==> src/rtl/core/bclcd_pkg.sv <==
// ----------------------------------------------------------------------------
// bclcd_pkg
// Shared types and constants for the button click / long press / combo
// detector: field widths, reset values, register indexes, event codes and
// the command and status bundles between controller and datapath.
// ----------------------------------------------------------------------------
package bclcd_pkg;

  // Sizes
  localparam int NUM_BUTTONS = 4;
  localparam int BTN_W       = 2;
  localparam int ACT_W       = 3;
  localparam int TIME_W      = 32;
  localparam int CLICK_W     = 8;
  localparam int KIND_W      = 3;
  localparam int EN_W        = 3 * NUM_BUTTONS;
  localparam int CFG_IDX_W   = 3;
  localparam int CFG_DATA_W  = 32;

  // Register indexes on the configuration port
  localparam logic [CFG_IDX_W-1:0] CFG_DEBOUNCE   = 3'd0;
  localparam logic [CFG_IDX_W-1:0] CFG_LONG_PRESS = 3'd1;
  localparam logic [CFG_IDX_W-1:0] CFG_CLICK_GAP  = 3'd2;
  localparam logic [CFG_IDX_W-1:0] CFG_COMBO_HOLD = 3'd3;
  localparam logic [CFG_IDX_W-1:0] CFG_ENABLES    = 3'd4;
  localparam logic [CFG_IDX_W-1:0] CFG_BUTTONS    = 3'd5;

  // Register reset values
  localparam logic [TIME_W-1:0] DEBOUNCE_RST   = 32'd30000;
  localparam logic [TIME_W-1:0] LONG_PRESS_RST = 32'd700000;
  localparam logic [TIME_W-1:0] CLICK_GAP_RST  = 32'd250000;
  localparam logic [TIME_W-1:0] COMBO_HOLD_RST = 32'd800000;
  localparam logic [EN_W-1:0]   ENABLES_RST    = '1;
  localparam logic [ACT_W-1:0]  BUTTONS_RST    = 3'd4;

  // Click tally saturation
  localparam logic [CLICK_W-1:0] CLICK_MAX = 8'hFF;

  // Enable bit positions within one button's group
  localparam int EN_SINGLE = 0;
  localparam int EN_DOUBLE = 1;
  localparam int EN_MULTI  = 2;

  // Combo masks that map to a function
  localparam logic [NUM_BUTTONS-1:0] COMBO_RESET_MASK = 4'h3;
  localparam logic [NUM_BUTTONS-1:0] COMBO_SCENE_MASK = 4'hC;
  localparam logic ACTION_FACTORY_RESET = 1'b0;
  localparam logic ACTION_SCENE_CHANGE  = 1'b1;

  // Request type
  localparam logic REQ_EDGE = 1'b0;
  localparam logic REQ_TICK = 1'b1;

  typedef enum logic [KIND_W-1:0] {
    KIND_SINGLE = 3'd0,
    KIND_DOUBLE = 3'd1,
    KIND_MULTI  = 3'd2,
    KIND_LONG   = 3'd3,
    KIND_COMBO  = 3'd4
  } kind_t;

  // Datapath operation for the current step
  typedef enum logic [2:0] {
    OP_NONE,
    OP_EDGE,
    OP_BTN,
    OP_COMBO,
    OP_FLUSH
  } op_t;

  typedef struct packed {
    logic                   valid;
    kind_t                  kind;
    logic [BTN_W-1:0]       button;
    logic [CLICK_W-1:0]     clicks;
    logic [NUM_BUTTONS-1:0] mask;
    logic                   action;
  } result_t;

  typedef struct packed {
    logic             load;
    op_t              op;
    logic             go;
    logic [BTN_W-1:0] btn_sel;
  } cmd_t;

  typedef struct packed {
    logic             is_tick;
    logic [ACT_W-1:0] act_count;
    logic             cand_valid;
    logic             pend_valid;
    logic             out_free;
  } status_t;

endpackage

==> src/rtl/core/bclcd_datapath.sv <==
// ----------------------------------------------------------------------------
// bclcd_datapath
// Configuration registers, per-button debounce/click/press state, the
// combo accumulator, and a pending-result stage in front of the output
// register that marks the last result of each transaction.
// ----------------------------------------------------------------------------
module bclcd_datapath (
  input  logic                                  clk,
  input  logic                                  rst_n,
  input  logic                                  cfg_we,
  input  logic [bclcd_pkg::CFG_IDX_W-1:0]       cfg_index,
  input  logic [bclcd_pkg::CFG_DATA_W-1:0]      cfg_wdata,
  input  logic                                  in_req_type,
  input  logic [bclcd_pkg::BTN_W-1:0]           in_button_index,
  input  logic                                  in_pin_level,
  input  logic [bclcd_pkg::TIME_W-1:0]          in_time_now,
  input  bclcd_pkg::cmd_t                       cmd,
  output bclcd_pkg::status_t                    status,
  input  logic                                  out_ready,
  output logic                                  out_valid,
  output logic [bclcd_pkg::KIND_W-1:0]          out_event_kind,
  output logic [bclcd_pkg::BTN_W-1:0]           out_event_button,
  output logic [bclcd_pkg::CLICK_W-1:0]         out_clicks,
  output logic [bclcd_pkg::NUM_BUTTONS-1:0]     out_combo_buttons,
  output logic                                  out_combo_action,
  output logic                                  out_last_of_run
);

  localparam int NB = bclcd_pkg::NUM_BUTTONS;
  localparam int TW = bclcd_pkg::TIME_W;
  localparam int CW = bclcd_pkg::CLICK_W;

  // Configuration
  logic [TW-1:0]                  debounce_r;
  logic [TW-1:0]                  long_press_r;
  logic [TW-1:0]                  click_gap_r;
  logic [TW-1:0]                  combo_hold_r;
  logic [bclcd_pkg::EN_W-1:0]     enables_r;
  logic [bclcd_pkg::ACT_W-1:0]    buttons_r;

  // Latched transaction
  logic                           type_r;
  logic [bclcd_pkg::BTN_W-1:0]    idx_r;
  logic                           level_r;
  logic [TW-1:0]                  now_r;

  // Per-button state
  logic [NB-1:0]                  settled_r, settled_nxt;
  logic [NB-1:0]                  held_r, held_nxt;
  logic [NB-1:0]                  long_done_r, long_done_nxt;
  logic [TW-1:0]                  last_edge_r [NB];
  logic [TW-1:0]                  last_edge_nxt [NB];
  logic [TW-1:0]                  press_r [NB];
  logic [TW-1:0]                  press_nxt [NB];
  logic [TW-1:0]                  release_r [NB];
  logic [TW-1:0]                  release_nxt [NB];
  logic [CW-1:0]                  tally_r [NB];
  logic [CW-1:0]                  tally_nxt [NB];
  logic                           combo_done_r, combo_done_nxt;

  // Combo accumulator over the button sweep
  logic [NB-1:0]                  mask_r;
  logic [TW-1:0]                  oldest_r;

  // Result staging
  bclcd_pkg::result_t             cand;
  bclcd_pkg::result_t             pend_r;
  logic                           pend_valid_r;
  bclcd_pkg::result_t             out_res_r;
  logic                           out_valid_r;
  logic                           out_last_r;
  logic                           push_out;
  logic                           push_last;

  // Step decode
  logic [bclcd_pkg::BTN_W-1:0]    sel;
  logic [bclcd_pkg::ACT_W-1:0]    act_count;
  logic [NB-1:0]                  act_mask;
  logic [NB-1:0]                  sel_onehot;
  logic [2:0]                     en_arr [NB];
  logic [2:0]                     ev;
  logic [TW-1:0]                  age_edge, age_press, age_rel;
  logic                           e_pass, e_change, e_press, e_rel, e_emit;
  logic                           direct;
  logic                           other_held;
  logic                           b_long, b_click;
  logic                           c_fire;

  // Active button count, saturated at the number of buttons
  assign act_count = (buttons_r > bclcd_pkg::ACT_W'(NB)) ? bclcd_pkg::ACT_W'(NB) : buttons_r;

  always_comb begin
    for (int i = 0; i < NB; i++) begin
      act_mask[i] = bclcd_pkg::ACT_W'(i) < act_count;
      en_arr[i]   = enables_r[3*i +: 3];
    end
  end

  assign sel        = (cmd.op == bclcd_pkg::OP_EDGE) ? idx_r : cmd.btn_sel;
  assign sel_onehot = NB'(1) << sel;
  assign ev         = en_arr[sel];
  assign direct     = ev[bclcd_pkg::EN_SINGLE] && !ev[bclcd_pkg::EN_DOUBLE];

  // Wrapped ages of the selected button
  assign age_edge  = now_r - last_edge_r[sel];
  assign age_press = now_r - press_r[sel];
  assign age_rel   = now_r - release_r[sel];

  // Edge step conditions
  assign e_pass     = ({1'b0, idx_r} < act_count) && !(age_edge < debounce_r);
  assign e_change   = e_pass && (level_r != settled_r[sel]);
  assign e_press    = e_change && !level_r;
  assign e_rel      = e_change && level_r;
  assign e_emit     = e_rel && !long_done_r[sel] && direct;
  assign other_held = |(held_r & act_mask & ~sel_onehot);

  // Button sweep conditions
  assign b_long  = held_r[sel] && !long_done_r[sel] && !(age_press < long_press_r);
  assign b_click = !held_r[sel] && (tally_r[sel] != '0) && !(age_rel < click_gap_r);

  // Combo step condition
  assign c_fire = !combo_done_r && ($countones(mask_r) >= 2) && !(oldest_r < combo_hold_r);

  // Build the result this step would produce
  always_comb begin
    cand        = '0;
    cand.kind   = bclcd_pkg::KIND_SINGLE;
    unique case (cmd.op)
      bclcd_pkg::OP_EDGE: begin
        if (e_emit) begin
          cand.valid  = 1'b1;
          cand.kind   = bclcd_pkg::KIND_SINGLE;
          cand.button = sel;
          cand.clicks = CW'(1);
        end
      end
      bclcd_pkg::OP_BTN: begin
        cand.button = sel;
        if (b_long) begin
          cand.valid = 1'b1;
          cand.kind  = bclcd_pkg::KIND_LONG;
        end else if (b_click) begin
          if (tally_r[sel] == CW'(1)) begin
            cand.valid  = ev[bclcd_pkg::EN_SINGLE];
            cand.kind   = bclcd_pkg::KIND_SINGLE;
            cand.clicks = CW'(1);
          end else if (tally_r[sel] == CW'(2)) begin
            cand.valid  = ev[bclcd_pkg::EN_DOUBLE] || ev[bclcd_pkg::EN_MULTI];
            cand.kind   = ev[bclcd_pkg::EN_DOUBLE] ? bclcd_pkg::KIND_DOUBLE
                                                   : bclcd_pkg::KIND_MULTI;
            cand.clicks = CW'(2);
          end else begin
            cand.valid  = ev[bclcd_pkg::EN_MULTI];
            cand.kind   = bclcd_pkg::KIND_MULTI;
            cand.clicks = tally_r[sel];
          end
        end
      end
      bclcd_pkg::OP_COMBO: begin
        if (c_fire && mask_r == bclcd_pkg::COMBO_RESET_MASK) begin
          cand.valid  = 1'b1;
          cand.kind   = bclcd_pkg::KIND_COMBO;
          cand.mask   = mask_r;
          cand.action = bclcd_pkg::ACTION_FACTORY_RESET;
        end else if (c_fire && mask_r == bclcd_pkg::COMBO_SCENE_MASK) begin
          cand.valid  = 1'b1;
          cand.kind   = bclcd_pkg::KIND_COMBO;
          cand.mask   = mask_r;
          cand.action = bclcd_pkg::ACTION_SCENE_CHANGE;
        end
      end
      default: ;
    endcase
  end

  // Next per-button state
  always_comb begin
    settled_nxt    = settled_r;
    held_nxt       = held_r;
    long_done_nxt  = long_done_r;
    last_edge_nxt  = last_edge_r;
    press_nxt      = press_r;
    release_nxt    = release_r;
    tally_nxt      = tally_r;
    combo_done_nxt = combo_done_r;
    if (cmd.go) begin
      unique case (cmd.op)
        bclcd_pkg::OP_EDGE: begin
          if (e_pass) begin
            last_edge_nxt[sel] = now_r;
          end
          if (e_press) begin
            settled_nxt[sel]   = 1'b0;
            held_nxt[sel]      = 1'b1;
            long_done_nxt[sel] = 1'b0;
            press_nxt[sel]     = now_r;
            combo_done_nxt     = 1'b0;
          end
          if (e_rel) begin
            settled_nxt[sel] = 1'b1;
            held_nxt[sel]    = 1'b0;
            release_nxt[sel] = now_r;
            if (!long_done_r[sel]) begin
              if (direct) begin
                tally_nxt[sel] = '0;
              end else if (tally_r[sel] != bclcd_pkg::CLICK_MAX) begin
                tally_nxt[sel] = tally_r[sel] + 1'b1;
              end
            end
            if (!other_held) begin
              combo_done_nxt = 1'b0;
            end
          end
        end
        bclcd_pkg::OP_BTN: begin
          if (b_long) begin
            long_done_nxt[sel] = 1'b1;
            tally_nxt[sel]     = '0;
          end else if (b_click) begin
            tally_nxt[sel] = '0;
          end
        end
        bclcd_pkg::OP_COMBO: begin
          if (c_fire) begin
            combo_done_nxt = 1'b1;
            for (int i = 0; i < NB; i++) begin
              if (mask_r[i]) begin
                long_done_nxt[i] = 1'b1;
                tally_nxt[i]     = '0;
              end
            end
          end
        end
        default: ;
      endcase
    end
  end

  // Configuration registers
  always_ff @(posedge clk) begin
    if (!rst_n) begin
      debounce_r   <= bclcd_pkg::DEBOUNCE_RST;
      long_press_r <= bclcd_pkg::LONG_PRESS_RST;
      click_gap_r  <= bclcd_pkg::CLICK_GAP_RST;
      combo_hold_r <= bclcd_pkg::COMBO_HOLD_RST;
      enables_r    <= bclcd_pkg::ENABLES_RST;
      buttons_r    <= bclcd_pkg::BUTTONS_RST;
    end else if (cfg_we) begin
      unique case (cfg_index)
        bclcd_pkg::CFG_DEBOUNCE:   debounce_r   <= cfg_wdata[TW-1:0];
        bclcd_pkg::CFG_LONG_PRESS: long_press_r <= cfg_wdata[TW-1:0];
        bclcd_pkg::CFG_CLICK_GAP:  click_gap_r  <= cfg_wdata[TW-1:0];
        bclcd_pkg::CFG_COMBO_HOLD: combo_hold_r <= cfg_wdata[TW-1:0];
        bclcd_pkg::CFG_ENABLES:    enables_r    <= cfg_wdata[bclcd_pkg::EN_W-1:0];
        bclcd_pkg::CFG_BUTTONS:    buttons_r    <= cfg_wdata[bclcd_pkg::ACT_W-1:0];
        default: ;
      endcase
    end
  end

  // Latch the accepted transaction
  always_ff @(posedge clk) begin
    if (cmd.load) begin
      type_r  <= in_req_type;
      idx_r   <= in_button_index;
      level_r <= in_pin_level;
      now_r   <= in_time_now;
    end
  end

  // Per-button state registers
  always_ff @(posedge clk) begin
    if (!rst_n) begin
      settled_r    <= '1;
      held_r       <= '0;
      long_done_r  <= '0;
      combo_done_r <= 1'b0;
      for (int i = 0; i < NB; i++) begin
        last_edge_r[i] <= '0;
        press_r[i]     <= '0;
        release_r[i]   <= '0;
        tally_r[i]     <= '0;
      end
    end else begin
      settled_r    <= settled_nxt;
      held_r       <= held_nxt;
      long_done_r  <= long_done_nxt;
      combo_done_r <= combo_done_nxt;
      last_edge_r  <= last_edge_nxt;
      press_r      <= press_nxt;
      release_r    <= release_nxt;
      tally_r      <= tally_nxt;
    end
  end

  // Accumulate held mask and oldest press age during the sweep
  always_ff @(posedge clk) begin
    if (cmd.load) begin
      mask_r   <= '0;
      oldest_r <= '0;
    end else if (cmd.go && cmd.op == bclcd_pkg::OP_BTN && held_r[sel]) begin
      mask_r[sel] <= 1'b1;
      if (age_press > oldest_r) begin
        oldest_r <= age_press;
      end
    end
  end

  // Hand the pending result on when a new one displaces it or at the flush
  always_comb begin
    push_out  = 1'b0;
    push_last = 1'b0;
    if (cmd.go && pend_valid_r) begin
      unique case (cmd.op)
        bclcd_pkg::OP_EDGE, bclcd_pkg::OP_BTN, bclcd_pkg::OP_COMBO: begin
          push_out = cand.valid;
        end
        bclcd_pkg::OP_FLUSH: begin
          push_out  = 1'b1;
          push_last = 1'b1;
        end
        default: ;
      endcase
    end
  end

  // Pending result and output register
  always_ff @(posedge clk) begin
    if (!rst_n) begin
      pend_valid_r <= 1'b0;
      out_valid_r  <= 1'b0;
    end else begin
      if (push_out) begin
        out_valid_r <= 1'b1;
        out_res_r   <= pend_r;
        out_last_r  <= push_last;
      end else if (out_ready) begin
        out_valid_r <= 1'b0;
      end
      if (cmd.go) begin
        unique case (cmd.op)
          bclcd_pkg::OP_EDGE, bclcd_pkg::OP_BTN, bclcd_pkg::OP_COMBO: begin
            if (cand.valid) begin
              pend_r       <= cand;
              pend_valid_r <= 1'b1;
            end
          end
          bclcd_pkg::OP_FLUSH: begin
            pend_valid_r <= 1'b0;
          end
          default: ;
        endcase
      end
    end
  end

  // Status to the controller
  assign status.is_tick    = (type_r == bclcd_pkg::REQ_TICK);
  assign status.act_count  = act_count;
  assign status.cand_valid = cand.valid;
  assign status.pend_valid = pend_valid_r;
  assign status.out_free   = !out_valid_r || out_ready;

  // Drive the result channel
  assign out_valid         = out_valid_r;
  assign out_event_kind    = out_res_r.kind;
  assign out_event_button  = out_res_r.button;
  assign out_clicks        = out_res_r.clicks;
  assign out_combo_buttons = out_res_r.mask;
  assign out_combo_action  = out_res_r.action;
  assign out_last_of_run   = out_last_r;

endmodule

==> config.mk <==
export PLATFORM = sky130hd
export DESIGN_NAME = bclcd_datapath
export DESIGN_NICKNAME = d
export VERILOG_FILES = /design/src/rtl/core/bclcd_pkg.sv /design/src/rtl/core/bclcd_datapath.sv
export SDC_FILE = /design/constraint.sdc
export NUM_CORES = 2
export LEC_CHECK = 0
export BUFFER_PORTS_ARGS = -buffer_cell sky130_fd_sc_hd__buf_2
export CAP_MARGIN = 20
export CORE_MARGIN = 2
export CORE_UTILIZATION = 31
export CTS_BUF_LIST = sky130_fd_sc_hd__clkbuf_4
export CTS_CLUSTER_SIZE = 40
export DETAILED_ROUTE_END_ITERATION = 16
export GPL_ROUTABILITY_DRIVEN = 0
export PLACE_DENSITY = 0.43
export SETUP_SLACK_MARGIN = 0.02
export SYNTH_ARGS = -nofsm -noshare
export SYNTH_HDL_FRONTEND = slang
export SYNTH_SLANG_ARGS = --single-unit
==> constraint.sdc <==
create_clock -name clk -period 8.9 [get_ports clk]
set_input_delay 0.445 -clock clk [delete_from_list [all_inputs] [get_ports clk]]
set_output_delay 0.445 -clock clk [all_outputs]
set_load 0.02 [all_outputs]
==> results_dict.tcl <==
set metrics [dict create \
    yosys_warnings 0 \
    fmax_mhz 120.7 \
    worstSetupEndpointType "output pin" \
    drtPass1Iterations 5 \
    netlist_instances 4670 \
    intPower_mw 5.438 \
    syn_avg_cell_area_um2 7.870 \
    clk_path_buf_depth 3 \
    synthTopCellsByArea "dfxtp_1 33%, nand2_1 12%, ha_1 8.7%" \
    comb_power_share_pct 22.0 \
    drcViolationCount 0 \
    tightest_slew_ns 1.100 \
    vdd_ir_drop_max_mv 0.1302 \
    wl_um 136700 \
    report.final.slew_viol_count 0 \
    drt_iter0_markers 2390 \
    cts_tree "done" \
    fin_skew_ns 0.06462 \
    arrival_ns 7.84 \
    final_hold_viol_count 0 \
    numCtsBuffers 199 \
    synth-edff-count 73 \
    period_minus_slack_ns 8.288 \
    antenna_found_initial 3 \
    vias 33620 \
    die_w_um 348.3 \
    path_buf_inv 3 \
    power_switching_mw 2.613 \
    fill_cells 12390 \
    rsz0062_at_grt "no" \
    crit_type "in2out" \
    cap_violations 0 \
    io_pins 109 \
    fin_nets 5292 \
    cp_top_family "compound AO/OA/AOI/OAI gates" \
    portBuffers 108 \
    multi_input_area_um2 20410 \
    period_share_pct 93.12 \
    cellPowerDensity_nw_per_um2 185.2 \
    hold-worst-slack_ns 0.1753 \
    status "complete, no violations" \
    final_common_cell "nand2_1" \
    grt_use_total_pct 22.30 \
    ant_nets 0 \
    synth_ff_type "dfxtp_1" \
    final_cell_mix "1,162 x nand2_1, 610 x dfxtp_1, 454 x a21oi_1" \
    crit_path_max_incr_delay_ns 0.58 \
    die_area_um2 121300 \
    yosys.area.top_type "dfxtp_1" \
    setup_viol 0 \
    ys_ff_latch 683 \
    seqPwrFrac_pct 39.8 \
    core-area_um2 117800 \
    grt_max_degree 192 \
    grt_pass1_wl_um 205600 \
    htreeDepth 4 \
    timing.critical_path.mode_cell "a21oi_1" \
    cpMaxStageDelayCell "dlygate4sd3_1" \
    regArea_um2 14400 \
    crit_fanout 29 \
    async_flop_share_pct 0 \
    drive_gt1_share_pct 11.79 \
    cts.root.buffer_cell "clkbuf_4" \
    clkPwrFrac_pct 38.2 \
    r2r_slack_ns 1.07 \
    grt_pass1_vias 32330 \
    hpwl_um 92280 \
    std_cell_rows 126 \
    synth_area_um2 36750 \
    ys_types 91 \
    die_h_um 348.3 \
    clkTransAtPathRegs_ns 0.07 \
    min_path_type "in2reg" \
    cts.sink_count 683 \
    swShare_pct 32.45 \
    power.leakage_nw 16.33 \
    syn-num-nets 5012 \
    cp.required_ns 8.46 \
    viasPerCell 5.067 \
    start_util_pct 31.21 \
    worstSetupStartpointType "input pin" \
    wire_per_inst_um 20.60 \
    clock_latency_ns 1.16 \
    overflow 0 \
    ys_seq_area_share_pct 39.19 \
    max_slew_margin_pct 26.69 \
    setup_tns_ns 0 \
    fin_util_pct 36.92 \
    area_delta_synth_final_pct 18.30 \
    synth_top_area_share_pct 33.23 \
]
==> metal layers <==
layer / part of all wire, % / vias to the layer above / global-route usage [%]
li1: - / 16650 / -
met1: 49 / 15970 / 31.50
met2: 44 / 803 / 34.58
met3: 4.4 / 195 / 3.278
met4: 2.7 / 0 / 7.545
met5: 0 / - / 0
==> worst min-delay path, stage by stage <==
cell,delay [ns]
dlygate4sd3_1,0.53
buf_2,0.17
nand2_1,0.07
a21oi_1,0.05
==> flip-flops by register name (all words and copies together), names as in the netlist, 2 cells and up <==
signal,count
last_edge_r,128
press_r,128
release_r,128
click_gap_r,32
combo_hold_r,32
debounce_r,32
long_press_r,32
now_r,32
oldest_r,32
tally_r,32
pend_r,18
enables_r,12
out_clicks,8
held_r,4
long_done_r,4
mask_r,4
out_combo_buttons,4
settled_r,4
buttons_r,3
out_event_kind,3
idx_r,2
out_event_button,2
==> per-stage QoR <==
step | instance area, um2 | power (mW) | std cells | setup slack, ns
floorplan | 36750 | 4.358 | 4670 | 0.7036
global placement | 39350 | 4.978 | 6128 | 0.6422
detailed placement | 39350 | 4.978 | 6128 | 0.4990
CTS | 43420 | 8.161 | 6623 | 0.1068
global route | 43480 | 8.523 | 6633 | 0.06448
finish | 43480 | 8.051 | 6634 | 0.6122
==> what timing repair did <==
| item | in CTS | in global routing |
|---|---|---|
| buffers inserted | 0 | 3 |
| setup endpoints to repair | 0 | 1 |
| gates resized for setup | 0 | 5 |
| endpoints found under the hold margin | 311 | 0 |
| hold buffers | 154 | 0 |
==> power by group through the flow <==
stage	registers (mW)	logic (mW)	clock network, mW
2_1_floorplan	3.24	1.11	0
3_3_place_gp	3.27	1.71	0
3_5_place_dp	3.27	1.71	0
4_1_cts	3.20	1.76	3.19
5_1_grt	3.21	1.96	3.35
6_report	3.20	1.77	3.07
==> kinds of logic after synthesis <==
logic type	synth area share (%)
xor+xnor	2.097
mux	5.614
fa+ha+maj	8.933
buf+inv	5.658
flops	39.19
compound gates	16.23
simple gates	22.28
==> path summary, 6_finish.rpt <==
check / cells after the start / start / to
max: 29 / cmd[3] / status[2]
min: 4 / cfg_wdata[26] / click_gap_r[26]
max reg2reg: 26 / idx_r[1] / long_done_r[3]
min reg2reg: 0 / pend_r[15] / out_event_kind[0]
==> Yosys cell counts, types with 30 or more instances <==
| library cell | number |
|---|---|
| nand2_1 | 1163 |
| dfxtp_1 | 610 |
| a21oi_1 | 454 |
| nor2_1 | 291 |
| ha_1 | 256 |
| clkbuf_1 | 253 |
| inv_1 | 238 |
| nand3_1 | 227 |
| mux2i_1 | 198 |
| o21ai_0 | 142 |
| a21o_1 | 92 |
| edfxtp_1 | 73 |
| xnor2_1 | 66 |
| nand4_1 | 65 |
| o211ai_1 | 45 |
| o31ai_1 | 37 |
| o22ai_1 | 36 |
| o21a_1 | 30 |
==> layout make-up <==
cell class              count  share of cell area, %
inverters                 239                  2.081
well taps                1536                  4.420
clock inverters            40                 0.6187
flip-flops and latches    683                  33.13
repair buffers            377                  7.563
clock buffers             301                  5.197
multi-input cells        3450                  46.95
diodes                      8                0.04604
No activity file was read; power rests on OpenSTA's default activity.
