[src/rtl/core/bclcd_pkg.sv]
// ----------------------------------------------------------------------------
// bclcd_pkg
// Shared types and constants for the button click / long press / combo
// detector: field widths, reset values, register indexes, event codes and
// the command and status bundles between controller and datapath.
// ----------------------------------------------------------------------------
package bclcd_pkg;

  // Sizes
  localparam int NUM_BUTTONS = 4;
  localparam int BTN_W       = 2;
  localparam int ACT_W       = 3;
  localparam int TIME_W      = 32;
  localparam int CLICK_W     = 8;
  localparam int KIND_W      = 3;
  localparam int EN_W        = 3 * NUM_BUTTONS;
  localparam int CFG_IDX_W   = 3;
  localparam int CFG_DATA_W  = 32;

  // Register indexes on the configuration port
  localparam logic [CFG_IDX_W-1:0] CFG_DEBOUNCE   = 3'd0;
  localparam logic [CFG_IDX_W-1:0] CFG_LONG_PRESS = 3'd1;
  localparam logic [CFG_IDX_W-1:0] CFG_CLICK_GAP  = 3'd2;
  localparam logic [CFG_IDX_W-1:0] CFG_COMBO_HOLD = 3'd3;
  localparam logic [CFG_IDX_W-1:0] CFG_ENABLES    = 3'd4;
  localparam logic [CFG_IDX_W-1:0] CFG_BUTTONS    = 3'd5;

  // Register reset values
  localparam logic [TIME_W-1:0] DEBOUNCE_RST   = 32'd30000;
  localparam logic [TIME_W-1:0] LONG_PRESS_RST = 32'd700000;
  localparam logic [TIME_W-1:0] CLICK_GAP_RST  = 32'd250000;
  localparam logic [TIME_W-1:0] COMBO_HOLD_RST = 32'd800000;
  localparam logic [EN_W-1:0]   ENABLES_RST    = '1;
  localparam logic [ACT_W-1:0]  BUTTONS_RST    = 3'd4;

  // Click tally saturation
  localparam logic [CLICK_W-1:0] CLICK_MAX = 8'hFF;

  // Enable bit positions within one button's group
  localparam int EN_SINGLE = 0;
  localparam int EN_DOUBLE = 1;
  localparam int EN_MULTI  = 2;

  // Combo masks that map to a function
  localparam logic [NUM_BUTTONS-1:0] COMBO_RESET_MASK = 4'h3;
  localparam logic [NUM_BUTTONS-1:0] COMBO_SCENE_MASK = 4'hC;
  localparam logic ACTION_FACTORY_RESET = 1'b0;
  localparam logic ACTION_SCENE_CHANGE  = 1'b1;

  // Request type
  localparam logic REQ_EDGE = 1'b0;
  localparam logic REQ_TICK = 1'b1;

  typedef enum logic [KIND_W-1:0] {
    KIND_SINGLE = 3'd0,
    KIND_DOUBLE = 3'd1,
    KIND_MULTI  = 3'd2,
    KIND_LONG   = 3'd3,
    KIND_COMBO  = 3'd4
  } kind_t;

  // Datapath operation for the current step
  typedef enum logic [2:0] {
    OP_NONE,
    OP_EDGE,
    OP_BTN,
    OP_COMBO,
    OP_FLUSH
  } op_t;

  typedef struct packed {
    logic                   valid;
    kind_t                  kind;
    logic [BTN_W-1:0]       button;
    logic [CLICK_W-1:0]     clicks;
    logic [NUM_BUTTONS-1:0] mask;
    logic                   action;
  } result_t;

  typedef struct packed {
    logic             load;
    op_t              op;
    logic             go;
    logic [BTN_W-1:0] btn_sel;
  } cmd_t;

  typedef struct packed {
    logic             is_tick;
    logic [ACT_W-1:0] act_count;
    logic             cand_valid;
    logic             pend_valid;
    logic             out_free;
  } status_t;

endpackage

[src/rtl/core/bclcd_ctrl.sv]
// ----------------------------------------------------------------------------
// bclcd_ctrl
// Sequencer: accepts one transaction, dispatches it as an edge step or a
// sweep over the active buttons plus a combo step, then flushes the last
// pending result. Stalls a step while the output side cannot take a result.
// ----------------------------------------------------------------------------
module bclcd_ctrl (
  input  logic                       clk,
  input  logic                       rst_n,
  input  logic                       in_valid,
  output logic                       in_ready,
  input  bclcd_pkg::status_t         status,
  output bclcd_pkg::cmd_t            cmd
);

  typedef enum logic [2:0] {
    ST_IDLE,
    ST_DISPATCH,
    ST_EDGE,
    ST_BTN,
    ST_COMBO,
    ST_FLUSH
  } state_t;

  state_t                        state_r;
  logic [bclcd_pkg::BTN_W-1:0]   cnt_r;
  logic                          step_ok;
  logic                          flush_ok;
  logic                          last_btn;

  // Step may commit unless it would displace a pending result into a busy output
  assign step_ok  = !(status.cand_valid && status.pend_valid && !status.out_free);
  assign flush_ok = !status.pend_valid || status.out_free;
  assign last_btn = (bclcd_pkg::ACT_W'(cnt_r) + bclcd_pkg::ACT_W'(1)) == status.act_count;

  assign in_ready = (state_r == ST_IDLE);

  // Decode commands from state
  always_comb begin
    cmd.load    = (state_r == ST_IDLE) && in_valid;
    cmd.btn_sel = cnt_r;
    cmd.op      = bclcd_pkg::OP_NONE;
    cmd.go      = 1'b0;
    unique case (state_r)
      ST_EDGE: begin
        cmd.op = bclcd_pkg::OP_EDGE;
        cmd.go = step_ok;
      end
      ST_BTN: begin
        cmd.op = bclcd_pkg::OP_BTN;
        cmd.go = step_ok;
      end
      ST_COMBO: begin
        cmd.op = bclcd_pkg::OP_COMBO;
        cmd.go = step_ok;
      end
      ST_FLUSH: begin
        cmd.op = bclcd_pkg::OP_FLUSH;
        cmd.go = flush_ok;
      end
      default: begin
        cmd.op = bclcd_pkg::OP_NONE;
        cmd.go = 1'b0;
      end
    endcase
  end

  // Hold state and button counter
  always_ff @(posedge clk) begin
    if (!rst_n) begin
      state_r <= ST_IDLE;
      cnt_r   <= '0;
    end else begin
      unique case (state_r)
        ST_IDLE: begin
          if (in_valid) begin
            state_r <= ST_DISPATCH;
          end
        end
        ST_DISPATCH: begin
          cnt_r <= '0;
          if (!status.is_tick) begin
            state_r <= ST_EDGE;
          end else if (status.act_count == '0) begin
            state_r <= ST_COMBO;
          end else begin
            state_r <= ST_BTN;
          end
        end
        ST_EDGE: begin
          if (step_ok) begin
            state_r <= ST_FLUSH;
          end
        end
        ST_BTN: begin
          if (step_ok) begin
            if (last_btn) begin
              state_r <= ST_COMBO;
            end else begin
              cnt_r <= cnt_r + 1'b1;
            end
          end
        end
        ST_COMBO: begin
          if (step_ok) begin
            state_r <= ST_FLUSH;
          end
        end
        ST_FLUSH: begin
          if (flush_ok) begin
            state_r <= ST_IDLE;
          end
        end
        default: state_r <= ST_IDLE;
      endcase
    end
  end

endmodule

[config.mk]
export PLATFORM = sky130hd
export DESIGN_NAME = bclcd_ctrl
export DESIGN_NICKNAME = d
export VERILOG_FILES = /design/src/rtl/core/bclcd_pkg.sv /design/src/rtl/core/bclcd_ctrl.sv
export SDC_FILE = /design/constraint.sdc
export NUM_CORES = 1
export LEC_CHECK = 0
export ABC_AREA = 1
export BUFFER_PORTS_ARGS = -buffer_cell sky130_fd_sc_hd__buf_2
export CORE_AREA = 2 2 39 41
export CTS_CLUSTER_SIZE = 16
export DETAILED_ROUTE_END_ITERATION = 8
export DIE_AREA = 0 0 41 43
export HOLD_SLACK_MARGIN = 0.02
export PLACE_DENSITY = 0.61
export SLEW_MARGIN = 20
export SYNTH_ARGS = -nofsm -noshare
export SYNTH_HDL_FRONTEND = slang
export SYNTH_SLANG_ARGS = --single-unit
[constraint.sdc]
create_clock -name clk -period 1.6 [get_ports clk]
set_clock_uncertainty 0.05 [all_clocks]
set_input_delay 0.24 -clock clk [delete_from_list [all_inputs] [get_ports clk]]
set_output_delay 0.24 -clock clk [all_outputs]
set_load 0.005 [all_outputs]
==> impl_summary.log, run 1 <==
[metrics] result of the run: finished, final reports clean
[metrics] number of search-and-repair iterations in the first detailed-routing pass: 4
[metrics] Sw Share: a little under half
[metrics] Net count, final: 118
[metrics] Yosys reg bits: 5
[metrics] Internal Power: approximately 550 uW
[metrics] Net Switching: 490 uW
[metrics] Post-Route WL: 1.02 mm
[metrics] gate family responsible for the most delay along the worst path: flip-flops
[metrics] actual transition at the worst max-transition pin: 0.227 ns
[metrics] diode count: 0
[metrics] maximum number of buffers from clock root to sink: 2
[metrics] capture endpoint of the worst hold path: state_r[2]
[metrics] Critical-path top delay cell: sky130_fd_sc_hd__dfxtp_2
[metrics] Critical Path Sink Type: output pin
[metrics] count of max-cap constraint violations: 0
[metrics] TritonCTS sink count: 5
[metrics] Max transition margin: 84.8%
[metrics] final-layout setup total negative slack: 0 ns
[metrics] proportion of layout cells with a drive suffix above 1: approximately a third
[metrics] register area share after synthesis: between 20% and 30%
[metrics] hold_ws: ~0.2 ns
[metrics] proportion of power drawn by flip-flops and latches: between 20% and 30%
[metrics] post-DR wirelength/cell: between 8 and 9 um
[metrics] Global Route Usage Sum: 13.7%
[metrics] pin count of the biggest net entering global routing: 9
[metrics] layout overhead on the synthesized area: 30.4%
[metrics] global-route wire length before repair: 1.61 mm
[metrics] power per cell area: about 1700 nW/um2
[metrics] Cell Area, Synth: 465 um2
[metrics] Detail Placement HPWL: approximately 850 um
[metrics] maximum clock rate: around 0.68 GHz
[metrics] worst hold-check path type: in -> reg
[metrics] Root Buffer Master: sky130_fd_sc_hd__clkbuf_4
[metrics] number of remaining DRC errors: 0
[metrics] YS warnings: 0
[metrics] clock-pin slew on the worst setup and hold paths: about 0.04 ns
[metrics] number of antenna violations at the first check in global routing: 0
[metrics] total grt overflow: 0
[metrics] Post-DRT Antenna Nets: 0
[metrics] slack of the worst reg-to-reg path: roughly 0.18 ns
[metrics] Worst Setup Path Type: reg -> out
[metrics] syn avg cell area: approximately 5.4 um2
[metrics] proportion of power drawn by combinational gates: 61.5%
[metrics] startpoint of the most critical hold path: rst_n
[metrics] vias after detailed routing: between 500 and 600
[metrics] number of CTS-inserted buffers: 3
[metrics] Max Fanout on Critical Path: 6
[metrics] time the final worst path needs with I/O delays and setup: approximately 1.5 ns
[metrics] number of input and output port buffers inserted: 17
[metrics] Post-Synthesis Cells: 86
[metrics] # placed instances: 118
[metrics] count of cell types in the netlist: 18
[metrics] height of the chip: ~43 um
[metrics] via count normalized by instance count: 4.40
[metrics] vias in the first global route: 447
[metrics] Final setup violation count: 0
[metrics] data required time at the worst endpoint: about 1.3 ns
[metrics] setup repair after global routing missed its margin: false
[metrics] VDD IR-drop max: roughly 0.00066 V
[metrics] final std cells w/o fill: about 120
[metrics] core region area: 1380 um2
[metrics] clock insertion delay at the later pin of the skew report: about 0.24 ns
[metrics] number of post-CTS setup repair buffers: 0
[metrics] CP max stage delay: roughly 0.33 ns
[metrics] end of the worst register-to-register path: cnt_r[1]
[metrics] startpoint of the most critical register-to-register path: cnt_r[0]
[metrics] buffers and inverters on the worst path: 3
[metrics] Hold Path Cell Cnt: 3
[metrics] io pins: 18
[metrics] row cnt: 14
[metrics] static leakage power: around 0.00036 uW
[metrics] combined area of the multi-input logic cells: between 300 and 400 um2
[metrics] Fillers: about 170
[metrics] number of violations reported at the end of detailed-routing iteration 0: 8
[metrics] effective utilization at floorplan: roughly 34%
[metrics] storage element area: a little over 100 um2
[metrics] clock tree from TritonCTS: yes
[metrics] kind of start point of the critical path: register
[metrics] Die Width: 41 um
[metrics] max-slew violation count: 0
[metrics] CP Cell Sequence: inv_4 -> nand2_2 -> a21oi_2 -> inv_2 -> a21oi_1 -> buf_2
[metrics] Arr. time, crit path: roughly 1.2 ns
[metrics] hold bufs inserted after CTS: 0
[metrics] number of nets produced by synthesis: 97
[metrics] commonest non-fill, non-tap cells in the layout: sky130_fd_sc_hd__nand2_1, sky130_fd_sc_hd__buf_2, sky130_fd_sc_hd__inv_1, sky130_fd_sc_hd__nor2_1, sky130_fd_sc_hd__nand3_1
[metrics] H-tree levels: 1
[metrics] final hold violations: 0
[metrics] Clock power frac: 13.6%
[metrics] Die Area: roughly 1800 um2
[metrics] Tcrit/Tclk final: between 90 and 100%
[metrics] most frequent standard cell in the layout excluding fill and tap cells: sky130_fd_sc_hd__nand2_1
[metrics] logic depth of the worst register-to-register path: 9
[metrics] RePlAce Congestion: 0.771
[how the worst max path moves through the flow]
stage / startpoint / endpoint / slack (ns) / cells past startpoint
detailed placement: cnt_r[0] / cnt_r[1] / 0.14 / 9
global placement: cnt_r[0] / cnt_r[1] / 0.19 / 9
floorplan: cnt_r[0] / cnt_r[1] / 0.23 / 9
CTS: state_r[0] / cmd[2] / 0.04 / 6
global route: cnt_r[0] / cnt_r[0] / 0.02 / 9
finish: state_r[0] / cmd[4] / 0.12 / 6
[registers in the layout, indices dropped and copies added (netlist names)]
name and count:
state_r 3, cnt_r 2
[layer usage]
metal / part of all wire, % / track usage (%)
met2: 45 / 20.0
met4: 2.8 / 12.0
met1: 48 / 16.5
met5: 0 / 0
met3: 4.7 / 1.57
[stage by stage]
stage	utilization, %	total power [uW]	setup WS (ns)	area [um2]
after global placement	40.7	857	0.186	563
after detailed placement	40.7	862	0.140	563
after CTS	42.7	1020	0.0385	591
after floorplan	-	691	0.228	465
final	43.9	1040	0.120	607
after global routing	43.9	1180	0.0198	607
[synth_stat cells]
cell                       instances  area [um2]
sky130_fd_sc_hd__ha_1              1        12.5
sky130_fd_sc_hd__inv_2             1        3.75
sky130_fd_sc_hd__nor2_2            3        18.8
sky130_fd_sc_hd__o22ai_1           1        6.26
sky130_fd_sc_hd__dfxtp_1           5         100
sky130_fd_sc_hd__o21bai_1          1        7.51
sky130_fd_sc_hd__nand3_2           1        10.0
sky130_fd_sc_hd__xnor2_1           1        8.76
sky130_fd_sc_hd__a21oi_1           2        10.0
sky130_fd_sc_hd__nor3b_1           1        7.51
sky130_fd_sc_hd__nand4_1           1        6.26
sky130_fd_sc_hd__buf_4             1        7.51
sky130_fd_sc_hd__a21oi_2           1        8.76
sky130_fd_sc_hd__o31ai_1           1        7.51
sky130_fd_sc_hd__nor2_1           13        48.8
sky130_fd_sc_hd__inv_1            16        60.1
sky130_fd_sc_hd__nand3_1           5        25.0
sky130_fd_sc_hd__nand2_1          31         116
[worst reg2reg max path: stages (launching register included)]
cell	delay [ns]
sky130_fd_sc_hd__dfxtp_1	0.33
sky130_fd_sc_hd__ha_1	0.32
sky130_fd_sc_hd__xnor2_1	0.13
sky130_fd_sc_hd__nand3_1	0.09
sky130_fd_sc_hd__nand2_2	0.09
sky130_fd_sc_hd__nand2_1	0.07
sky130_fd_sc_hd__nand2_1	0.09
sky130_fd_sc_hd__nand2_1	0.06
sky130_fd_sc_hd__nand2_1	0.05
sky130_fd_sc_hd__nor2_1	0.03
[power groups by stage]
stage / logic (uW) / registers (uW) / clock network, uW
after floorplan: 465 / 225 / 0
after global placement: 610 / 247 / 0
after detailed placement: 614 / 248 / 0
after CTS: 617 / 248 / 152
after global routing: 749 / 273 / 156
final: 642 / 259 / 142
[logic make-up after synthesis]
family	count (synthesis)	share of synthesized area (%)
adder cells (fa/ha/maj)	1	2.69
AND/OR/NAND/NOR	55	50.0
flip-flops	5	21.5
XOR/XNOR	1	1.88
buffers and inverters	18	15.3
AO/OA/AOI/OAI	6	8.60
[layout make-up]
| cell class | instances | share of cell area (%) |
|---|---|---|
| timing repair buffer | 17 | 14.0 |
| inverter | 17 | 10.9 |
| sequential | 5 | 17.1 |
| tap | 16 | 3.30 |
| multi-input combinational | 63 | 50.3 |
| clock buffer | 4 | 4.33 |
[what timing repair did]
| item | 4_1_cts | 5_1_grt |
|---|---|---|
| gates resized for setup | 1 | 8 |
| setup endpoints to repair | 2 | 4 |
| pin swaps | 0 | 1 |
| cloned | 0 | 0 |
Note: power is estimated with default switching activity, not from simulation.
==> run 2: changes to the inputs <==
- CTS_BUF_LIST: not set -> sky130_fd_sc_hd__clkbuf_4 sky130_fd_sc_hd__clkbuf_8 sky130_fd_sc_hd__clkbuf_16
==> run 2 against run 1 <==
Against the previous run: core utilization grew 0.27 points; sequential share of layout area is 0.11 points lower; setup slack got worse by 0.0022 ns; die area is the same; first-iteration DRC count is the same; count of clock-buffer cells in the layout unchanged; clock power is 13% higher; final area rose by 0.62%; critical path type unchanged.
==> impl_summary.log, run 2 (synthesis gave the netlist of run 1 again) <==
[metrics] final-layout setup total negative slack: 0 ns
[metrics] startpoint of the most critical setup path: state_r[0]
[metrics] capture endpoint of the worst hold path: state_r[2]
[metrics] Final setup violation count: 0
[metrics] Post-DRT Antenna Nets: 0
[metrics] Clock power frac: around 15%
[metrics] most flop-heavy register: state_r
[metrics] final hold violations: 0
[metrics] Detail Placement HPWL: roughly 850 um
[metrics] Internal Power: approximately 570 uW
[metrics] final std cells w/o fill: 122
[metrics] logic depth of the worst register-to-register path: 9
[metrics] commonest non-fill, non-tap cells in the layout: sky130_fd_sc_hd__nand2_1, sky130_fd_sc_hd__buf_2, sky130_fd_sc_hd__inv_1, sky130_fd_sc_hd__nor2_1, sky130_fd_sc_hd__nand3_1
[metrics] Tcrit/Tclk final: around 93%
[metrics] kind of start point of the critical path: register
[metrics] clock-pin slew on the worst setup and hold paths: ~0.04 ns
[metrics] maximum clock rate: a little under 0.7 GHz
[metrics] Max transition margin: between 80% and 90%
[metrics] number of post-CTS setup repair buffers: 0
[metrics] power per cell area: 1740 nW/um2
[metrics] Fillers: approximately 170
[metrics] end of the worst register-to-register path: cnt_r[1]
[metrics] maximum number of buffers from clock root to sink: 2
[metrics] Sw Share: a little under half
[metrics] count of max-cap constraint violations: 0
[metrics] most frequent standard cell in the layout excluding fill and tap cells: sky130_fd_sc_hd__nand2_1
[metrics] Die Width: approximately 40 um
[metrics] H-tree levels: 1
[metrics] startpoint of the most critical register-to-register path: cnt_r[0]
[metrics] TritonCTS sink count: 5
[metrics] Critical Path Sink Type: output pin
[metrics] CP max stage delay: between 0.3 and 0.4 ns
[metrics] layout overhead on the synthesized area: 31.2%
[metrics] number of remaining DRC errors: 0
[metrics] Root Buffer Master: sky130_fd_sc_hd__clkbuf_4
[metrics] CP Cell Sequence: inv_4 -> nand2_2 -> a21oi_2 -> inv_2 -> a21oi_1 -> buf_2
[metrics] Net Switching: between 400 and 500 uW
[metrics] actual transition at the worst max-transition pin: between 0.2 and 0.25 ns
[metrics] proportion of layout cells with a drive suffix above 1: about a third
[metrics] time the final worst path needs with I/O delays and setup: roughly 1.5 ns
[metrics] post-DR wirelength/cell: between 8 and 9 um
[metrics] Critical-path top delay cell: sky130_fd_sc_hd__dfxtp_2
[metrics] Hold Path Cell Cnt: 3
[metrics] height of the chip: about 43 um
[metrics] result of the run: finished, final reports clean
[metrics] core region area: 1380 um2
[metrics] Largest regs: state_r: 3 flops, cnt_r: 2 flops
[metrics] Max Fanout on Critical Path: 6
[metrics] io pins: 18
[metrics] worst hold-check path type: in -> reg
[metrics] proportion of power drawn by combinational gates: 60.5%
[metrics] startpoint of the most critical hold path: rst_n
[metrics] row cnt: 14
[metrics] vias in the first global route: 447
[metrics] clock insertion delay at the later pin of the skew report: approximately 0.24 ns
[metrics] Net count, final: roughly 120
[metrics] pin count of the biggest net entering global routing: 9
[metrics] slack of the worst reg-to-reg path: between 0.15 and 0.2 ns
[metrics] setup repair after global routing missed its margin: false
[metrics] number of input and output port buffers inserted: 17
[metrics] data required time at the worst endpoint: 1.31 ns
[metrics] # placed instances: ~120
[metrics] vias after detailed routing: 537
[metrics] number of antenna violations at the first check in global routing: 0
[metrics] number of violations reported at the end of detailed-routing iteration 0: 8
[metrics] Die Area: ~1800 um2
[metrics] VDD IR-drop max: 0.000749 V
[metrics] total grt overflow: 0
[metrics] static leakage power: roughly 0.00037 uW
[metrics] max FFs per register: 3
[metrics] proportion of power drawn by flip-flops and latches: 24.4%
[metrics] Global Route Usage Sum: 13.7%
[metrics] clock tree from TritonCTS: yes
[metrics] RePlAce Congestion: between 0.7 and 0.8
[metrics] diode count: 0
[metrics] max-slew violation count: 0
[metrics] effective utilization at floorplan: 33.6%
[metrics] Worst Setup Path Type: reg -> out
[metrics] number of CTS-inserted buffers: 3
[metrics] via count normalized by instance count: 4.40
[metrics] Post-Route WL: a little over 1 mm
[metrics] number of search-and-repair iterations in the first detailed-routing pass: 4
[metrics] global-route wire length before repair: 1.61 mm
[metrics] Arr. time, crit path: about 1.2 ns
run 2: power groups by stage:
| stage | combinational (uW) | clock, uW | sequential (uW) |
|---|---|---|---|
| floorplan | 465 | 0 | 225 |
| global placement | 610 | 0 | 247 |
| detailed placement | 614 | 0 | 248 |
| CTS | 617 | 170 | 248 |
| global route | 749 | 172 | 273 |
| finish | 642 | 161 | 259 |
run 2: critical path: cells and delay by family (launching register included):
kind / cells / cell delay (ns)
DFF: 1 / 0.34
buffers and inverters: 3 / 0.28
AOI/OAI and AO/OA: 2 / 0.27
and+or+nand+nor: 1 / 0.07
run 2: how the worst max path moves through the flow:
stage | to | slack (ns) | cells after the start
2_1_floorplan | cnt_r[1] | 0.23 | 9
3_3_place_gp | cnt_r[1] | 0.19 | 9
3_5_place_dp | cnt_r[1] | 0.14 | 9
4_1_cts | cmd[2] | 0.04 | 6
5_1_grt | cnt_r[0] | 0.02 | 9
6_report | cmd[4] | 0.12 | 6
run 2: timing repair:
action / CTS / global route
pin swaps: 0 / 1
hold buffers: 0 / 0
endpoints found under the setup margin: 2 / 4
gates resized for setup: 1 / 8
run 2: metal layers:
layer | share of wire, % | GRT usage [%] | vias to the layer above | wire, um
met5 | 0 | 0 | - | 0
met4 | 2.6 | 12.0 | 0 | 27
met3 | 5.0 | 1.57 | 4 | 51
met2 | 45 | 20.0 | 14 | 458
met1 | 47 | 16.5 | 218 | 484
li1 | - | - | 301 | -
run 2: layout make-up:
class                   count  area (um2)  area share [%]
clock buffers               4        30.0            4.92
inverters                  17        66.3            10.9
well taps                  16        20.0            3.28
multi-input cells          63         305            50.0
repair buffers             17        85.1            13.9
flip-flops and latches      5         104            17.0
run 2: through the flow:
step | utilization [%] | setup WS, ns | power (uW) | cell area (um2) | hold WS, ns
CTS | 42.9 | 0.0365 | 1030 | 594 | 0.191
global route | 44.1 | 0.0198 | 1190 | 611 | 0.205
floorplan | - | 0.228 | 691 | 465 | 0.310
global placement | 40.7 | 0.186 | 857 | 563 | 0.458
finish | 44.1 | 0.118 | 1060 | 611 | 0.202
detailed placement | 40.7 | 0.140 | 862 | 563 | 0.460
==> run 3: changes to the inputs <==
- ABC_AREA: 1 -> not set
- PLACE_DENSITY: 0.61 -> 0.63
==> run 3 against run 2 <==
Against the previous run: the run now ends with negative setup slack left; count of clock-buffer cells in the layout unchanged; critical path type is now reg -> reg; core utilization grew 9.3 points; global-route usage increased by 2.8 points; routed wire length is 25% higher; final area up 21%; sequential share of layout area down 2.8 points; setup slack got worse by 0.17 ns; area after synthesis is 5.4% higher; register-to-register slack got worse by 0.23 ns.
==> impl_summary.log, run 3 <==
[metrics] Die Area: between 1500 and 2000 um2
[metrics] Worst Setup Path Type: reg -> reg
[metrics] number of search-and-repair iterations in the first detailed-routing pass: 4
[metrics] TritonCTS sink count: 5
[metrics] core region area: 1380 um2
[metrics] post-placement worst setup slack: -0.0825 ns
[metrics] final hold violations: 0
[metrics] effective utilization at floorplan: between 30% and 40%
[metrics] complex-gate fraction of the synthesized area: 28.1%
[metrics] power per cell area: approximately 1200 nW/um2
[metrics] total grt overflow: 0
[metrics] buffers and inverters on the worst path: 0
[metrics] YS warnings: 0
[metrics] Tcrit/Tclk final: 103%
[metrics] register area share after synthesis: roughly a fifth
[metrics] clock tree from TritonCTS: yes
[metrics] proportion of layout cells with a drive suffix above 1: between 50% and 60%
[metrics] max-slew violation count: 0
[metrics] largest family of logic cells by synthesized area: simple AND/OR/NAND/NOR gates
[metrics] Post-Route WL: 1.28 mm
[metrics] CP max stage delay: approximately 0.47 ns
[metrics] count of cell types in the netlist: 30
[metrics] vias in the first global route: 500
[metrics] Die Width: approximately 41 um
[metrics] height of the chip: roughly 43 um
[metrics] maximum number of buffers from clock root to sink: 2
[metrics] kind of start point of the critical path: register
[metrics] Final setup violation count: 3
[metrics] area fraction in and, or, nand and nor cells after synthesis: ~30%
[metrics] row cnt: 14
[metrics] io pins: 18
[metrics] Synth top area share: 20.4%
[metrics] Largest regs: state_r: 3 flops, cnt_r: 2 flops
[metrics] multiplexer fraction of the synthesized cell area: 0%
[metrics] count of max-cap constraint violations: 0
[metrics] most frequent standard cell in the layout excluding fill and tap cells: sky130_fd_sc_hd__buf_2
[metrics] maximum clock rate: 0.605 GHz
[metrics] post-synth top area cell: sky130_fd_sc_hd__dfxtp_1
[metrics] commonest non-fill, non-tap cells in the layout: sky130_fd_sc_hd__buf_2, sky130_fd_sc_hd__buf_4, sky130_fd_sc_hd__a21oi_1
[metrics] clock insertion delay at the later pin of the skew report: 0.24 ns
[metrics] Post-DRT Antenna Nets: 0
[metrics] max FFs per register: 3
[metrics] result of the run: finished with violations
[metrics] Cell Area, Synth: between 400 and 500 um2
[metrics] Synth Area in Adders: roughly 2.6%
[metrics] number of remaining DRC errors: 0
[metrics] Post-synth EDFFs: 0
[metrics] Root Buffer Master: sky130_fd_sc_hd__clkbuf_4
[metrics] Max Fanout on Critical Path: 3
[metrics] VDD IR-drop max: 0.000597 V
[metrics] final-layout setup total negative slack: -0.142 ns
[metrics] pin count of the biggest net entering global routing: 10
[metrics] number of violations reported at the end of detailed-routing iteration 0: 9
[metrics] static leakage power: around 0.00033 uW
[metrics] CP Cell Sequence: ha_4 -> xnor2_4 -> and4_1 -> or4_1 -> a21oi_1
[metrics] syn avg cell area: about 8.5 um2
[metrics] synthesized-area fraction occupied by xor and xnor cells: 7.14%
[metrics] cells taking the most area after synthesis: sky130_fd_sc_hd__dfxtp_1, sky130_fd_sc_hd__buf_6, sky130_fd_sc_hd__xnor2_1, sky130_fd_sc_hd__a21oi_1, sky130_fd_sc_hd__a2111o_1
[metrics] data required time at the worst endpoint: approximately 1.7 ns
[metrics] Fillers: about 140
[metrics] combined area of the multi-input logic cells: around 390 um2
[metrics] Yosys reg bits: 5
[metrics] Critical-path top delay cell: sky130_fd_sc_hd__or4_1
[metrics] diode count: 0
[metrics] Primary FF master, synth: sky130_fd_sc_hd__dfxtp_1
[metrics] worst hold-check path type: in -> reg
[metrics] # placed instances: 99
[metrics] Post-Synthesis Cells: between 50 and 60
[metrics] post-DR wirelength/cell: around 12 um
[metrics] vias after detailed routing: 547
[metrics] time the final worst path needs with I/O delays and setup: around 1.7 ns
[metrics] Detail Placement HPWL: ~1.0 mm
[metrics] leading post-synthesis cells by instance count: sky130_fd_sc_hd__a21oi_1, sky130_fd_sc_hd__dfxtp_1, sky130_fd_sc_hd__buf_6, sky130_fd_sc_hd__inv_1, sky130_fd_sc_hd__o21ai_0
[metrics] worst path setup slack after routing: -0.0521 ns
[metrics] via count normalized by instance count: between 5 and 6
[metrics] storage element area: 105 um2
[metrics] global-route wire length before repair: around 2.0 mm
[metrics] Net count, final: 100
[metrics] Max transition margin: 73.1%
[metrics] RePlAce Congestion: roughly 0.84
[metrics] Critical Path Sink Type: register
[metrics] H-tree levels: 1
[metrics] clock-pin slew on the worst setup and hold paths: approximately 0.04 ns
[metrics] violated checks: negative setup slack
[metrics] actual transition at the worst max-transition pin: roughly 0.40 ns
[metrics] layout overhead on the synthesized area: 50.8%
[metrics] Post-synth ARST share: 0%
[metrics] number of antenna violations at the first check in global routing: 0
[metrics] setup repair after global routing missed its margin: true
[metrics] number of CTS-inserted buffers: 3
[metrics] Arr. time, crit path: approximately 1.8 ns
[metrics] number of input and output port buffers inserted: 17
[metrics] number of nets produced by synthesis: slightly below 70
[metrics] gate family responsible for the most delay along the worst path: simple AND/OR/NAND/NOR gates
[metrics] Global Route Usage Sum: 16.4%
[metrics] most flop-heavy register: state_r
[metrics] final std cells w/o fill: ~100
[metrics] post-route core utilization: around 53%
## run 3: cell count changes in the layout (fill, tap and decap cells not counted), sizes merged, moves of 3 or more
| cell | delta |
|---|---|
| nand3 | -5 |
| o21ai | +4 |
| inv | -13 |
| buf | +13 |
| nand3b | +3 |
| nand2 | -29 |
| nor2 | -14 |
## run 3: logic make-up after synthesis
group / count (synthesis)
AO/OA/AOI/OAI: 19
XOR/XNOR: 4
adder cells (fa/ha/maj): 1
buffers and inverters: 8
flip-flops: 5
AND/OR/NAND/NOR: 21
## run 3: final timing paths
check	cells after the start	endpoint	slack [ns]	startpoint
max	5	cnt_r[1]	-0.05	cnt_r[1]
min	2	state_r[1]	0.23	rst_n
max reg2reg	5	cnt_r[1]	-0.05	cnt_r[1]
min reg2reg	2	state_r[2]	0.58	state_r[0]
## run 3: area by class of cell
class                      instances  share of cell area [%]
timing repair buffer              30                    24.7
multi-input combinational         45                    52.3
sequential                         5                    14.2
tap                               16                    2.71
clock buffer                       4                    4.06
inverter                           4                    2.03
## run 3: where the power goes
| part | total, uW | switching, uW | internal, uW |
|---|---|---|---|
| registers | 207 | 51.0 | 156 |
| clock network | 160 | 48.7 | 111 |
| logic | 504 | 227 | 277 |
| total | 871 | 327 | 544 |
## run 3: per-stage QoR
step	total power [uW]	instance area [um2]	hold WS, ns
2_1_floorplan	516	505	0.337
3_3_place_gp	674	656	0.474
3_5_place_dp	686	656	0.478
4_1_cts	855	694	0.225
5_1_grt	952	739	0.250
6_report	871	739	0.227
## run 3: layer usage
metal  vias to the layer above  global-route usage (%)  part of all wire [%]
li1                        282                       -                     -
met1                       251                    19.9                    46
met2                        10                    25.3                    48
met3                         4                    4.71                   4.4
met4                         0                    8.00                   1.7
met5                         -                       0                     0
## run 3: what timing repair did
| item | in CTS | in global routing |
|---|---|---|
| resized for setup | 2 | 6 |
| hold buffers | 0 | 0 |
| endpoints found under the setup margin | 6 | 6 |
| pin swaps | 1 | 1 |
| setup buffers | 0 | 1 |
